## config.mk

```make
export PLATFORM = sky130hd
export DESIGN_NAME = base64_stream_decoder_top
export DESIGN_NICKNAME = d
export VERILOG_FILES = /design/src/design/b64dec_pkg.sv /design/src/design/b64dec_core.sv /design/src/design/b64dec_fifo.sv /design/src/design/b64dec_serial.sv /design/src/design/base64_stream_decoder_top.sv
export SDC_FILE = /design/constraint.sdc
export NUM_CORES = 1
export LEC_CHECK = 0
export BUFFER_PORTS_ARGS = -buffer_cell sky130_fd_sc_hd__buf_4
export CORE_ASPECT_RATIO = 0.5
export CORE_MARGIN = 2
export CORE_UTILIZATION = 53
export DETAILED_ROUTE_END_ITERATION = 7
export PLACE_DENSITY_LB_ADDON = 0.2
export RECOVER_POWER = 50
export SLEW_MARGIN = 10
export SYNTH_ARGS = -nofsm -noshare
export SYNTH_HDL_FRONTEND = slang
export SYNTH_SLANG_ARGS = --single-unit
```

## constraint.sdc

```tcl
create_clock -name clk -period 14.5 [get_ports clk]
set_input_delay 2.9 -clock clk [delete_from_list [all_inputs] [get_ports clk]]
set_output_delay 2.9 -clock clk [all_outputs]
set_load 0.01 [all_outputs]
```

## src/design/b64dec_pkg.sv

```systemverilog
package b64dec_pkg;

	localparam int COUNT_BITS = 16;
	localparam int CAP_BITS   = 16;
	localparam int CMP_W      = ((COUNT_BITS > CAP_BITS) ? COUNT_BITS : CAP_BITS) + 1;
	localparam int FIFO_DEPTH = 4;
	localparam int FIFO_AW    = $clog2(FIFO_DEPTH);

	localparam logic [2:0]  ADDR_CAP  = 3'd0;
	localparam logic [15:0] CAP_RESET = 16'd512;

	typedef enum logic [1:0] {
		ST_OK    = 2'd0,
		ST_LEN   = 2'd1,
		ST_CHAR  = 2'd2,
		ST_SPACE = 2'd3
	} status_t;

	typedef enum logic {
		KIND_DATA = 1'b0,
		KIND_STAT = 1'b1
	} kind_t;

	typedef struct packed {
		logic       inv;
		logic       pad;
		logic [5:0] val;
	} sextet_t;

	// results caused by one character, bytes first, status last
	typedef struct packed {
		logic [1:0]  nbytes;
		logic [23:0] bytes;
		logic        has_stat;
		status_t     stat;
		logic [15:0] count;
	} bundle_t;

	typedef struct packed {
		logic full;
		logic nempty;
	} fifo_flags_t;

	function automatic sextet_t sextet_of(input logic [7:0] ch);
		sextet_t d;
		logic [7:0] t;
		d = '0;
		t = '0;
		case (ch) inside
			[8'h41:8'h5A]: begin
				t = ch - 8'h41;
				d.val = t[5:0];
			end
			[8'h61:8'h7A]: begin
				t = ch - 8'h61 + 8'd26;
				d.val = t[5:0];
			end
			[8'h30:8'h39]: begin
				t = ch - 8'h30 + 8'd52;
				d.val = t[5:0];
			end
			8'h2B: d.val = 6'd62;
			8'h2F: d.val = 6'd63;
			8'h3D: d.pad = 1'b1;
			default: d.inv = 1'b1;
		endcase
		return d;
	endfunction

endpackage

```

## src/design/b64dec_core.sv

```systemverilog
module b64dec_core (
	input  logic                   clk,
	input  logic                   arst_n,
	input  logic                   s_tvalid,
	output logic                   s_tready,
	input  logic [7:0]             s_tdata,
	input  logic                   s_tlast,
	input  logic [15:0]            capacity,
	input  b64dec_pkg::fifo_flags_t flags,
	output logic                   push,
	output b64dec_pkg::bundle_t    bundle
);

	logic                           valid_s1;
	logic [7:0]                     char_s1;
	logic                           last_s1;

	logic [1:0]                     pos_q;
	logic [17:0]                    acc_q;
	logic [1:0]                     pad_q;
	logic [b64dec_pkg::COUNT_BITS-1:0] bytes_q;
	b64dec_pkg::status_t            err_q;

	logic                           advance;
	b64dec_pkg::sextet_t            dec;
	logic [5:0]                     v6;
	logic [1:0]                     pos_nx;
	logic [17:0]                    acc_nx;
	logic [1:0]                     pad_nx;
	logic [b64dec_pkg::COUNT_BITS-1:0] bytes_nx;
	b64dec_pkg::status_t            err_nx;
	logic [23:0]                    full;
	logic [1:0]                     nb;
	logic [b64dec_pkg::CMP_W-1:0]   need;
	logic [b64dec_pkg::CMP_W-1:0]   cap_ext;
	logic [b64dec_pkg::CMP_W-1:0]   cnt_ext;
	b64dec_pkg::bundle_t            bnd;

	assign advance  = !valid_s1 || !flags.full;
	assign s_tready = advance;

	always_ff @(posedge clk or negedge arst_n) begin
		if (!arst_n) begin
			valid_s1 <= 1'b0;
		end else if (advance) begin
			valid_s1 <= s_tvalid;
		end
	end

	always_ff @(posedge clk) begin
		if (advance && s_tvalid) begin
			char_s1 <= s_tdata;
			last_s1 <= s_tlast;
		end
	end

	assign dec     = b64dec_pkg::sextet_of(char_s1);
	assign v6      = (dec.inv || dec.pad) ? 6'd0 : dec.val;
	assign full    = {acc_q, v6};
	assign cap_ext = b64dec_pkg::CMP_W'(capacity);
	assign need    = b64dec_pkg::CMP_W'(bytes_q) + b64dec_pkg::CMP_W'(3);

	always_comb begin
		pad_nx   = pad_q;
		err_nx   = err_q;
		pos_nx   = pos_q;
		acc_nx   = acc_q;
		bytes_nx = bytes_q;
		nb       = 2'd0;
		bnd      = '0;
		bnd.stat = b64dec_pkg::ST_OK;
		cnt_ext  = '0;

		if (dec.pad && pad_q != 2'd2)
			pad_nx = pad_q + 2'd1;
		if (dec.inv && err_q == b64dec_pkg::ST_OK)
			err_nx = b64dec_pkg::ST_CHAR;

		if (pos_q != 2'd3) begin
			acc_nx = {acc_q[11:0], v6};
			pos_nx = pos_q + 2'd1;
		end else begin
			acc_nx = '0;
			pos_nx = 2'd0;
			if (err_nx == b64dec_pkg::ST_OK && need > cap_ext)
				err_nx = b64dec_pkg::ST_SPACE;
			if (err_nx == b64dec_pkg::ST_OK) begin
				nb = (pad_nx == 2'd2) ? 2'd1 : ((pad_nx == 2'd1) ? 2'd2 : 2'd3);
				bytes_nx = bytes_q + b64dec_pkg::COUNT_BITS'(nb);
			end
		end

		bnd.nbytes = nb;
		bnd.bytes  = full;

		if (last_s1) begin
			bnd.has_stat = 1'b1;
			bnd.stat     = (pos_nx != 2'd0) ? b64dec_pkg::ST_LEN : err_nx;
			cnt_ext      = b64dec_pkg::CMP_W'(bytes_nx);
			bnd.count    = (bnd.stat == b64dec_pkg::ST_OK) ? cnt_ext[15:0] : 16'd0;
			pos_nx   = 2'd0;
			acc_nx   = '0;
			pad_nx   = 2'd0;
			bytes_nx = '0;
			err_nx   = b64dec_pkg::ST_OK;
		end
	end

	assign bundle = bnd;
	assign push   = valid_s1 && !flags.full && (bnd.nbytes != 2'd0 || bnd.has_stat);

	always_ff @(posedge clk or negedge arst_n) begin
		if (!arst_n) begin
			pos_q   <= 2'd0;
			acc_q   <= '0;
			pad_q   <= 2'd0;
			bytes_q <= '0;
			err_q   <= b64dec_pkg::ST_OK;
		end else if (valid_s1 && !flags.full) begin
			pos_q   <= pos_nx;
			acc_q   <= acc_nx;
			pad_q   <= pad_nx;
			bytes_q <= bytes_nx;
			err_q   <= err_nx;
		end
	end

endmodule

```

## src/design/b64dec_fifo.sv

```systemverilog
module b64dec_fifo (
	input  logic                    clk,
	input  logic                    arst_n,
	input  logic                    push,
	input  b64dec_pkg::bundle_t     wdata,
	input  logic                    pop,
	output b64dec_pkg::bundle_t     rdata,
	output b64dec_pkg::fifo_flags_t flags
);

	b64dec_pkg::bundle_t          mem_q [b64dec_pkg::FIFO_DEPTH];
	logic [b64dec_pkg::FIFO_AW-1:0] wr_q;
	logic [b64dec_pkg::FIFO_AW-1:0] rd_q;
	logic [b64dec_pkg::FIFO_AW:0]   cnt_q;
	logic                           do_pop;

	assign flags.full   = (cnt_q == (b64dec_pkg::FIFO_AW+1)'(b64dec_pkg::FIFO_DEPTH));
	assign flags.nempty = (cnt_q != '0);
	assign do_pop       = pop && flags.nempty;
	assign rdata        = mem_q[rd_q];

	always_ff @(posedge clk) begin
		if (push)
			mem_q[wr_q] <= wdata;
	end

	always_ff @(posedge clk or negedge arst_n) begin
		if (!arst_n) begin
			wr_q  <= '0;
			rd_q  <= '0;
			cnt_q <= '0;
		end else begin
			if (push)
				wr_q <= wr_q + 1'b1;
			if (do_pop)
				rd_q <= rd_q + 1'b1;
			if (push && !do_pop)
				cnt_q <= cnt_q + 1'b1;
			else if (do_pop && !push)
				cnt_q <= cnt_q - 1'b1;
		end
	end

endmodule

```

## src/design/b64dec_serial.sv

```systemverilog
module b64dec_serial (
	input  logic                    clk,
	input  logic                    arst_n,
	input  b64dec_pkg::bundle_t     head,
	input  b64dec_pkg::fifo_flags_t flags,
	output logic                    pop,
	output logic                    m_tvalid,
	input  logic                    m_tready,
	output logic [31:0]             m_tdata,
	output logic                    m_tlast,
	output logic                    m_tuser
);

	b64dec_pkg::bundle_t cur_q;
	logic                cur_valid_q;
	logic [1:0]          idx_q;
	logic                is_stat;
	logic                last_item;
	logic                fire;
	logic [7:0]          byte_sel;

	assign is_stat   = (idx_q == cur_q.nbytes);
	assign last_item = cur_q.has_stat ? is_stat : (idx_q == cur_q.nbytes - 2'd1);
	assign fire      = cur_valid_q && m_tready;
	assign pop       = flags.nempty && (!cur_valid_q || (fire && last_item));

	always_comb begin
		case (idx_q)
			2'd0:    byte_sel = cur_q.bytes[23:16];
			2'd1:    byte_sel = cur_q.bytes[15:8];
			default: byte_sel = cur_q.bytes[7:0];
		endcase
	end

	assign m_tvalid = cur_valid_q;
	assign m_tlast  = last_item;
	assign m_tuser  = is_stat ? b64dec_pkg::KIND_STAT : b64dec_pkg::KIND_DATA;
	assign m_tdata  = is_stat ? {6'd0, cur_q.count, cur_q.stat, 8'd0}
	                          : {24'd0, byte_sel};

	always_ff @(posedge clk or negedge arst_n) begin
		if (!arst_n) begin
			cur_valid_q <= 1'b0;
			idx_q       <= 2'd0;
		end else if (pop) begin
			cur_valid_q <= 1'b1;
			idx_q       <= 2'd0;
		end else if (fire) begin
			if (last_item)
				cur_valid_q <= 1'b0;
			else
				idx_q <= idx_q + 2'd1;
		end
	end

	always_ff @(posedge clk) begin
		if (pop)
			cur_q <= head;
	end

endmodule

```

## src/design/base64_stream_decoder_top.sv

```systemverilog
// channel   direction  handshake           payload
// s_*       in         s_tvalid/s_tready   tdata[7:0] char, tlast end of string
// m_*       out        m_tvalid/m_tready   tdata byte/status/count, tuser kind, tlast
// apb       in         psel/penable        output_capacity at address 0
//
// One character accepted per cycle; s_tready drops only while the queue is full.
// Results pass input, queue and output registers and leave one word per cycle
// while m_tready is high, from a four-deep queue of per-character result groups.
// Reset is asynchronous; capacity returns to 512, all string state to zero.
module base64_stream_decoder_top (
	input  logic        clk,
	input  logic        arst_n,
	input  logic        s_tvalid,
	output logic        s_tready,
	input  logic [7:0]  s_tdata,   // [7:0] in_char
	input  logic        s_tlast,
	output logic        m_tvalid,
	input  logic        m_tready,
	output logic [31:0] m_tdata,   // [7:0] data_byte, [9:8] status, [25:10] byte_count
	output logic        m_tlast,
	output logic        m_tuser,   // [0] item_kind
	input  logic        psel,
	input  logic        penable,
	input  logic        pwrite,
	input  logic [2:0]  paddr,
	input  logic [31:0] pwdata,
	output logic [31:0] prdata,
	output logic        pready
);

	logic [15:0]             cap_q;
	logic                    push;
	logic                    pop;
	b64dec_pkg::bundle_t     wbundle;
	b64dec_pkg::bundle_t     head;
	b64dec_pkg::fifo_flags_t flags;

	assign pready = 1'b1;
	assign prdata = (paddr == b64dec_pkg::ADDR_CAP) ? {16'd0, cap_q} : 32'd0;

	always_ff @(posedge clk or negedge arst_n) begin
		if (!arst_n) begin
			cap_q <= b64dec_pkg::CAP_RESET;
		end else if (psel && penable && pwrite && pready && paddr == b64dec_pkg::ADDR_CAP) begin
			cap_q <= pwdata[15:0];
		end
	end

	b64dec_core u_core (
		.clk      (clk),
		.arst_n   (arst_n),
		.s_tvalid (s_tvalid),
		.s_tready (s_tready),
		.s_tdata  (s_tdata),
		.s_tlast  (s_tlast),
		.capacity (cap_q),
		.flags    (flags),
		.push     (push),
		.bundle   (wbundle)
	);

	b64dec_fifo u_fifo (
		.clk    (clk),
		.arst_n (arst_n),
		.push   (push),
		.wdata  (wbundle),
		.pop    (pop),
		.rdata  (head),
		.flags  (flags)
	);

	b64dec_serial u_serial (
		.clk      (clk),
		.arst_n   (arst_n),
		.head     (head),
		.flags    (flags),
		.pop      (pop),
		.m_tvalid (m_tvalid),
		.m_tready (m_tready),
		.m_tdata  (m_tdata),
		.m_tlast  (m_tlast),
		.m_tuser  (m_tuser)
	);

endmodule

```

==> metrics.txt <==
DIE AREA 27000 µm²; violated checks capacitance limit, slew limit; Synth Instances 940; largest net degree at the start of global routing 52; required time reported for the critical path endpoint 11.60 ns; Resized cells post-CTS 0; post-synthesis average cell area 14.4 µm²; maximum fanout along the worst path 17; xor and xnor area share after synthesis 2.07%; clock share of power 27.7%; layout-stage area growth over the synthesis result 12.0%; GPL Wtd Cong 0.848; clock-pin slew reported for the worst setup and hold paths after clock tree synthesis 0.07 ns; class of the tightest hold or removal check register to register; final number of hold-violating endpoints 0; final-report max-slew violation count 211; total detailed-routing wirelength 26900 µm; register area share after synthesis 64.2%; worst path bufs/invs 2; layout cells sized above 1 18.3%; hold path depth 2; combinational group share of total power 25.7%; power share of the sequential group 46.6%; Antenna diodes 0; adder and majority gate portion of the synthesized area 3.80%; ordered list of cells on the worst path clkbuf_4 -> nor3_1 -> and2_1 -> buf_4; net switching component of the power 0.771 mW; Clock Skew 0.0172 ns; number of max-cap violations 6; first-pass GRT wire length 43100 µm; Top Ports 120; Cell variety after synth 81; VDD IR max 0.0000877 V; static leakage 5.74 nW; Register-to-Register Setup Slack 8.13 ns; GRT Residual Overflow 0; path depth of the worst reg2reg path 14; Fmax 135 MHz; number of search-and-repair iterations in the first detailed-routing pass 5; Setup Total Neg Slack 0 ns; P_int 1.85 mW; sinks on the clock net 301; complex-gate fraction of the synthesized area 8.04%; number of buffers between clock root and the deepest sink 3; cell chosen for the clock root clkbuf_16; area share of and/or/nand/nor cells after synthesis 9.73%; Port Buf Inserts 80; post-DP HPWL 16800 µm; startpoint of the most critical register-to-register path u_core.bytes_q[2]; insertion delay to the later sink of the worst-skew pair 0.55 ns; Worst Path Class, Setup primary input to output pin; DRC violation count after routing 0; Core Area 25200 µm²; storage element area 8710 µm²; outcome finished, violations left; via count of the first global-routing pass 7768; remaining antenna violation count 0; number of hold-repair buffers added at the cts stage 0; synthesis warning total 0; Critical Path Source paddr[1]; Inserted Clock Buffers 27; type of origin of the critical path primary input; Vias per Instance 5.66; number of levels in the clock H-tree 1; area taken by multi-input logic gates 4350 µm²; Filler Cell Count 1958; combined area of all synthesized cells 13600 µm²; effective utilization at floorplan 53.8%; switching share of power 29.4%; nets 1100; crit path max-delay cell type nor3_1; DRC violation total after the first TritonRoute iteration 539; setup repair after global routing missed its margin false; element type at the critical path end output pin; most instantiated flip-flop cell in the synthesis netlist edfxtp_1; synthesized flop and latch total 301; placed cell count 1324; overall global routing resource usage 20.8%; combinational family with the most area after synthesis simple AND/OR/NAND/NOR gates; number of antenna violations at the first check in global routing 0; min-delay src cap_q[9]; TritonCTS clock tree done; Min-Delay Endpoint cap_q[9]; final setup vio count 0; die width 230 µm; worst slew pin tran 3.20 ns; endpoint of the worst-slack reg-to-reg timing path u_fifo.mem_q[3][41]; post-route non-filler standard cell count 1373; CP peak stage delay 1.10 ns; number of placement rows 41; Power Dens Cells 172 nW/µm²; overall via count from detail_route 7775; post-CTS setup buffer count 0; data arrival time at the worst-slack endpoint 4.51 ns; share of synthesized registers carrying an async set or reset 22.3%; average wire per standard cell 19.6 µm; share of synthesized area spent on multiplexers 7.95%; post-route clock period utilization 51.1%; minimum clock period after layout 7.41 ns; number of enable flip-flop cells after synthesis 234; Slew Limit Headroom -113%; die extent in y 117 µm; Largest delay share family, worst path simple AND/OR/NAND/NOR gates
## state kept, by name, indices dropped and copies added, names as in the netlist, 3 cells and up
signal	count
cap_q	16
u_core.acc_q	18
u_core.bytes_q	16
u_core.char_s1	8
u_fifo.cnt_q	3
u_fifo.mem_q	180
u_serial.cur_q	45
## metal layers
metal	up-vias	global-route usage [%]	routed length (µm)
met3	36	3.54	1330
li1	3622	-	-
met1	3896	29.5	12400
met4	0	4.86	499
met5	-	0	0
met2	221	34.3	12600
## area by class of cell
type                       instances  area share (%)
sequential                       301            57.3
tap                              344            2.83
inverter                          46            1.14
multi-input combinational        542            28.6
timing repair buffer              91            4.28
clock buffer                      36            4.67
clock inverter                    13            1.12
## cells in the mapped netlist, drive strengths merged (6+ instances only)
| master | n | area (µm²) |
|---|---|---|
| o21ai | 38 | 190 |
| buf | 43 | 282 |
| a22o | 20 | 175 |
| dfrtp | 66 | 1650 |
| nor2 | 38 | 143 |
| edfxtp | 234 | 7030 |
| and2 | 44 | 275 |
| nand4 | 7 | 43.8 |
| nand2 | 61 | 229 |
| a22oi | 9 | 67.6 |
| nand3 | 23 | 128 |
| ha | 38 | 475 |
| or3 | 11 | 73.8 |
| a31oi | 6 | 52.6 |
| inv | 46 | 173 |
| or4 | 8 | 60.1 |
| xnor2 | 13 | 114 |
| clkbuf | 29 | 111 |
| nor3 | 9 | 45.0 |
| a21oi | 32 | 171 |
| xor2 | 19 | 166 |
| mux4 | 45 | 1010 |
| o31ai | 6 | 45.0 |
| nand2b | 7 | 43.8 |
| o211ai | 7 | 52.6 |
## power groups by stage
stage	clock network, mW	logic [mW]	registers [mW]
finish	0.726	0.675	1.22
global route	0.774	0.745	1.24
CTS	0.739	0.691	1.22
detailed placement	0	0.688	1.24
global placement	0	0.675	1.23
floorplan	0	0.471	1.19
## cell usage in the layout, fill, tap and decap left out, types with 5 or more instances in the layout
master     count
nand3_1       22
nand4_1        7
o21ai_0       37
inv_1         46
clkbuf_16     27
or3_1         10
nand2b_1       7
a21oi_1       32
dfrtp_1       65
and2_1        38
a22oi_1        9
conb_1        23
nand2_1       61
a22o_1        20
ha_1          38
and4_1         5
edfxtp_1     234
or4_1          8
nor3_1         9
a31oi_1        5
xnor2_1       13
xor2_1        19
clkbuf_1      18
nor2_1        37
o31ai_1        6
mux4_2        45
a21o_1         5
clkinv_2       5
clkbuf_4      11
o211ai_1       7
buf_4         71
## logic make-up (layout without fill, tap and decap cells)
logic type / after synthesis / after routing
and+or+nand+nor: 240 / 240
xor gates and xnor gates: 32 / 32
adders and majority gates: 40 / 40
AOI/OAI and AO/OA: 156 / 156
other: 2 / 23
muxes: 51 / 51
DFF: 301 / 301
buffers and inverters: 118 / 186
## worst max-delay path by stage
stage | end | slack (ns) | depth (start not counted)
global placement | prdata[15] | 7.30 | 4
global route | prdata[14] | 6.87 | 4
floorplan | prdata[10] | 7.90 | 3
finish | prdata[2] | 7.09 | 4
CTS | prdata[14] | 7.11 | 4
detailed placement | prdata[14] | 7.11 | 4
## worst min-delay path, cell delays in order, from the launching register on
cell and delay [ns]:
dfstp_2 0.37, inv_1 0.06, o21ai_0 0.08
## metrics by stage
step / worst slack, ns / instance area, µm² / utilization (%) / total power, mW / hold slack, ns
6_report: 7.09 / 15200 / 60.3 / 2.62 / 0.525
3_5_place_dp: 7.11 / 14400 / 57.1 / 1.92 / 0.509
2_1_floorplan: 7.90 / 13600 / - / 1.66 / 0.476
3_3_place_gp: 7.30 / 14400 / 57.1 / 1.90 / 0.496
5_1_grt: 6.87 / 15200 / 60.3 / 2.76 / 0.549
4_1_cts: 7.11 / 15300 / 60.6 / 2.65 / 0.523
Power figures use the tool's default switching activity.
